### src/rtl/core/mfa_pkg.sv
// ----------------------------------------------------------------------------
// mfa_pkg: shared types and constants for the max-flow engine
// Node counts, matrix widths, request and result words, and the ALU control.
// ----------------------------------------------------------------------------
package mfa_pkg;

  localparam int NODES     = 128;
  localparam int NODE_BITS = 7;
  localparam int CAP_BITS  = 16;
  localparam int RES_BITS  = 17;
  localparam int ADDR_BITS = 2 * NODE_BITS;
  localparam int SP_BITS   = NODE_BITS + 1;

  // Request codes.
  localparam logic [1:0] MODE_CLEAR   = 2'd0;
  localparam logic [1:0] MODE_LOAD    = 2'd1;
  localparam logic [1:0] MODE_COMPUTE = 2'd2;

  typedef struct packed {
    logic [1:0]           mode;
    logic [NODE_BITS-1:0] from_node;
    logic [NODE_BITS-1:0] to_node;
    logic [CAP_BITS-1:0]  capacity;
    logic [NODE_BITS-1:0] source_node;
    logic [NODE_BITS-1:0] sink_node;
  } in_word_t;

  typedef struct packed {
    logic [31:0] max_flow;
    logic [31:0] rounds;
    logic        bad_request;
  } out_word_t;

  typedef enum logic [1:0] {
    ALU_MIN = 2'd0,
    ALU_SUB = 2'd1,
    ALU_ADD = 2'd2,
    ALU_NZ  = 2'd3
  } alu_op_t;

  typedef struct packed {
    alu_op_t             op;
    logic [RES_BITS-1:0] opa;
    logic [RES_BITS-1:0] opb;
  } alu_ctl_t;

endpackage

### src/rtl/core/mfa_alu.sv
// ----------------------------------------------------------------------------
// mfa_alu: shared residual arithmetic unit
// One minimum, subtract, add or nonzero test on residual values per cycle.
// ----------------------------------------------------------------------------
module mfa_alu import mfa_pkg::*; (
  input  alu_ctl_t            ctl,
  output logic [RES_BITS-1:0] res,
  output logic                nz
);

  // The selected operation on the two operands.
  always_comb begin
    nz = (ctl.opa != '0);
    case (ctl.op)
      ALU_MIN: res = (ctl.opb < ctl.opa) ? ctl.opb : ctl.opa;
      ALU_SUB: res = ctl.opa - ctl.opb;
      ALU_ADD: res = ctl.opa + ctl.opb;
      default: res = ctl.opa;
    endcase
  end

endmodule

### config.mk
export PLATFORM = sky130hd
export DESIGN_NAME = mfa_alu
export DESIGN_NICKNAME = d
export VERILOG_FILES = /design/src/rtl/core/mfa_pkg.sv /design/src/rtl/core/mfa_alu.sv
export SDC_FILE = /design/constraint.sdc
export NUM_CORES = 1
export LEC_CHECK = 0
export ABC_AREA = 1
export BUFFER_PORTS_ARGS = -buffer_cell sky130_fd_sc_hd__buf_2
export CAP_MARGIN = 30
export CORE_UTILIZATION = 45
export DETAILED_ROUTE_END_ITERATION = 16
export PLACE_DENSITY = 0.67
export SYNTH_ARGS = -nofsm -noshare
export SYNTH_HDL_FRONTEND = slang
export SYNTH_SLANG_ARGS = --single-unit
### constraint.sdc
create_clock -name vclk -period 2.55
set_clock_uncertainty 0.15 [all_clocks]
set_input_delay 0.1275 -clock vclk [all_inputs]
set_output_delay 0.1275 -clock vclk [all_outputs]
set_load 0.02 [all_outputs]
* Yosys cells after proc, flatten, opt, wreduce, memory -nomap -nowiden
Cells that the tools add are included.
** Word-level totals
- Register bits :: 0
- Input bits :: 36
- Output and inout port bits :: 18
- Word-level logic and storage cells :: 9
** Cells by class
- Add/sub/neg operators :: 2
- Order comparisons :: 1
- Equal/unequal tests :: 2
- Mux-type cells :: 2
- Reductions and logical operators :: 2
** Operators by type and width (number)
- $pmux W17 S3 :: 1
- $add A17 B17 Y17 :: 1
- $lt A17 B17 Y1 :: 1
- $mux W17 :: 1
- $reduce_bool A17 Y1 :: 1
- $sub A17 B17 Y17 :: 1
- $eq A2 B1 Y1 const B :: 1
- $eq A2 B2 Y1 const B :: 1
- $logic_not A2 Y1 :: 1

* Logic depth before layout (Yosys ltp)
- Depth in word-level cells :: 3
- Mapped depth :: 16
- Mapped depth without buffers :: 16

* Worst setup path before layout
Ideal clock, no wire load.
- Path type :: in2out
- Start :: input port ctl[13] in the netlist's numbering
- End :: output port res[5]
- Arrival time :: 1.644 ns
- Required time :: 2.273 ns
- Setup slack :: 0.629 ns
- Stages on the path :: 14
- Path buffers :: 2
- Cell sequence :: inv_1 ha_1 buf_4 nand2_2 inv_1 nand3_1 a21oi_1 nor2_2 nand2_8 nand2_4 buf_6 nand2_1 nand3_1 nand3_1
** Between the ends
- Longest elaborated chain between the ends :: 3
** RTL lines
- start: declaration :: RTL line mfa_alu.sv:6 : input alu_ctl_t ctl,
- $lt A17 B17 Y1 :: RTL line mfa_alu.sv:15 : ALU_MIN: res = (ctl.opb < ctl.opa) ? ctl.opb : ctl.opa;
- $mux W17 :: RTL line mfa_alu.sv:15
- $pmux W17 S3 :: RTL line mfa_alu.sv:14 : case (ctl.op)
- end: declaration :: RTL line mfa_alu.sv:7 : output logic [RES_BITS-1:0] res,
No other way between the ends.

* Worst setup path after layout
- Start :: input port ctl[11] in the netlist's numbering
- End :: output port res[12]
** Between the ends
- Longest elaborated chain between the ends :: 3
- Elaborated cells between the ends (all ways) :: 5
- Those cells by class :: add/sub: 2; order compare: 1; mux: 2
** RTL lines (RTL line)
- $lt A17 B17 Y1 :: mfa_alu.sv:15
- $mux W17 :: mfa_alu.sv:15
- $pmux W17 S3 (*) :: mfa_alu.sv:14
Mark *: on every way between the ends. The rest lies on a longest branch, timed or not.

==> key figures <==
Run status
  • Status: complete, no violations

Global route
  • First-pass GRT wire length: 16090 um
  • GRT overflow: 0
  • Largest net degree at the start of global routing: 20
  • GRT Total Usage: 0.2806
  • Initial antenna violation count: 0
  • Number of global-route vias before repair: 3357

Floorplanning
  • Top-Level Pins: 54
  • Core ar.: between 6000 and 7000 um^2
  • Core Rows: 29
  • Starting Density: 0.4656
  • Die height: 83.06 um
  • Die area: 6898 um^2
  • Die span in x: 83.06 um

STA
  • Setup TNS: 0 ns
  • Fin worst setup slack: roughly 0.18 ns
  • Slew HR: 0.6284
  • Fin crit share: 0.9313
  • Final hold viol count: 0
  • Fin. max-slew vios: 0
  • Worst slew pin tran: 0.5568 ns
  • RSZ-0062 raised after global routing: false
  • Peak Freq: 0.4211 GHz
  • Clock period minus final worst setup slack: roughly 2.4 ns
  • Setup violations, final: 0

Cells and area
  • Final nets: 709
  • Clock buffers: 0
  • Fill cell count: ~700
  • Share of layout cells above drive strength 1: 0.1305
  • Area grow syn2layout: 10.28%
  • Sequential cells: 0
  • Ant diodes: 0
  • Design area: 3261 um^2
  • Layout Utilization: 0.5135
  • Register Area: 0 um^2

Routing
  • Drt initial violations: 382
  • TritonRoute pass-1 iters: 5
  • Vias/cell: around 5.3
  • Final WL: 9794 um
  • Routed len/inst: 13.74 um
  • DRC: 0
  • Antenna viol nets, final: 0
  • Total number of vias: 3780

Hold path
  • HP Start: ctl[29]
  • Worst Hold Path EP: res[12]
  • Worst Hold Class: in2out
  • Hold Path Stages: 4

Power
  • P_leak: 1.997 nW
  • Cell area power density: ~240 nW/um^2
  • Maximum VDD drop: 142.5 uV
  • Total power draw: 0.0007891 W

CTS
  • Setup Buffers After CTS: 0
  • CTS Hold Bufs: 0
  • Post-cts repair resize count: 0

Placement
  • Port Buf Inserts: 54
  • Detail Placement HPWL: 8188 um
  • Post-place setup slack: 0.1379 ns
  • Gpl congestion: 0.9641
  • Area after DPL: 3243 um^2

Run
  • Max-cap violations: 0

Yosys
  • Largest area contributor in the netlist: nand2_1
  • Synth warn: 0
  • Yosys top cell area share: 0.2311
  • Seq/Total Area, Yosys: 0
  • Synth Area per Inst: just under 5 um^2
  • Synth cell types: 30
  • Mapped Nets: about 670
  • Post-Syn Instances: about 600
  • Area contributors post-synth: nand2_1, inv_1, nand3_1
  • Netlist Area Pre-Place: 2957 um^2

Critical path
  • Worst Path Max Fanout: 18
  • Critical path cell sequence: buf_2 -> inv_1 -> ha_1 -> nand2_2 -> nor2_1 -> inv_1 -> nor2_2 -> nand2_4 -> nand2_8 -> nand2_4 -> nand2_1 -> nand2_1 -> nand2_1 -> nand2_1 -> buf_2
  • Slowest CP cell: ha_1
  • Worst Path Arrival: 2.10 ns
  • Critical path required time: 2.27 ns
  • CP peak stage delay: 0.48 ns
  • Worst path bufs/invs: 4
  • Crit Path Category: in2out
  • Crit start category: input pin
  • CP delay by family, top: simple AND/OR/NAND/NOR gates
  • Critical Path End Type: primary output
  • CP most frequent cell: nand2_1
per-stage QoR:
stage                     cells  hold WS (ns)
final                       713        0.4876
after global routing        713        0.5047
after CTS                   713        0.4916
after detailed placement    713        0.4915
after global placement      713        0.4932
after floorplan             596        0.2775
synthesized netlist by cell type, drive strengths merged:
cell type / instances
nand2: 190
inv: 126
nand3: 86
nor2: 48
a21oi: 41
ha: 33
o21ai: 20
buf: 14
nand4: 10
nor3: 10
clkbuf: 4
o21bai: 4
and2: 3
fa: 2
nand3b: 2
nor4: 2
a211oi: 1
metal layers:
metal  global-route usage  share of wire
met1               0.4273           0.48
met2               0.4411           0.42
met3             0.009940          0.075
met4              0.04702          0.018
met5                    0              0
final cells by class:
type               count  area (um^2)  share of cell area
multi-input cells    452         2391              0.7333
inverters            126        473.0              0.1450
repair buffers        58        300.3             0.09210
well taps             77        96.34             0.02955
layout by cell type (no fill, tap or decap), types with 2 or more instances in the layout:
| cell type | n |
|---|---|
| inv_1 | 125 |
| nor4_1 | 2 |
| ha_1 | 27 |
| nand3_1 | 84 |
| nor3_1 | 8 |
| nor2_1 | 44 |
| nand4_1 | 9 |
| nand2_1 | 182 |
| and2_1 | 3 |
| o21bai_1 | 4 |
| ha_2 | 6 |
| nor2_2 | 4 |
| nand3b_1 | 2 |
| buf_4 | 4 |
| nand2_2 | 5 |
| buf_2 | 54 |
| nand3_2 | 2 |
| o21ai_0 | 19 |
| nand2_4 | 2 |
| a21oi_1 | 41 |
where the power goes:
group	internal, W	total (W)	switching [W]	leakage (nW)
Sequential	0	0	0	0
Clock	0	0	0	0
Combinational	0.000254	0.000789	0.000535	2.00
how the worst max path moves through the flow:
| stage | end | from | cells past startpoint |
|---|---|---|---|
| 2_1_floorplan | res[5] | ctl[13] | 14 |
| 3_3_place_gp | res[12] | ctl[13] | 14 |
| 3_5_place_dp | res[12] | ctl[13] | 14 |
| 4_1_cts | res[12] | ctl[13] | 14 |
| 5_1_grt | res[3] | ctl[11] | 14 |
| 6_report | res[12] | ctl[11] | 15 |
logic make-up (layout without fill, tap and decap cells):
group,count (synthesis),after routing,synth area share
AND/OR/NAND/NOR,351,351,0.5336
AO/OA/AOI/OAI,66,66,0.1160
adder cells (fa/ha/maj),35,35,0.1532
buffers and inverters,144,184,0.1972
No activity file was read; power rests on OpenSTA's default activity.
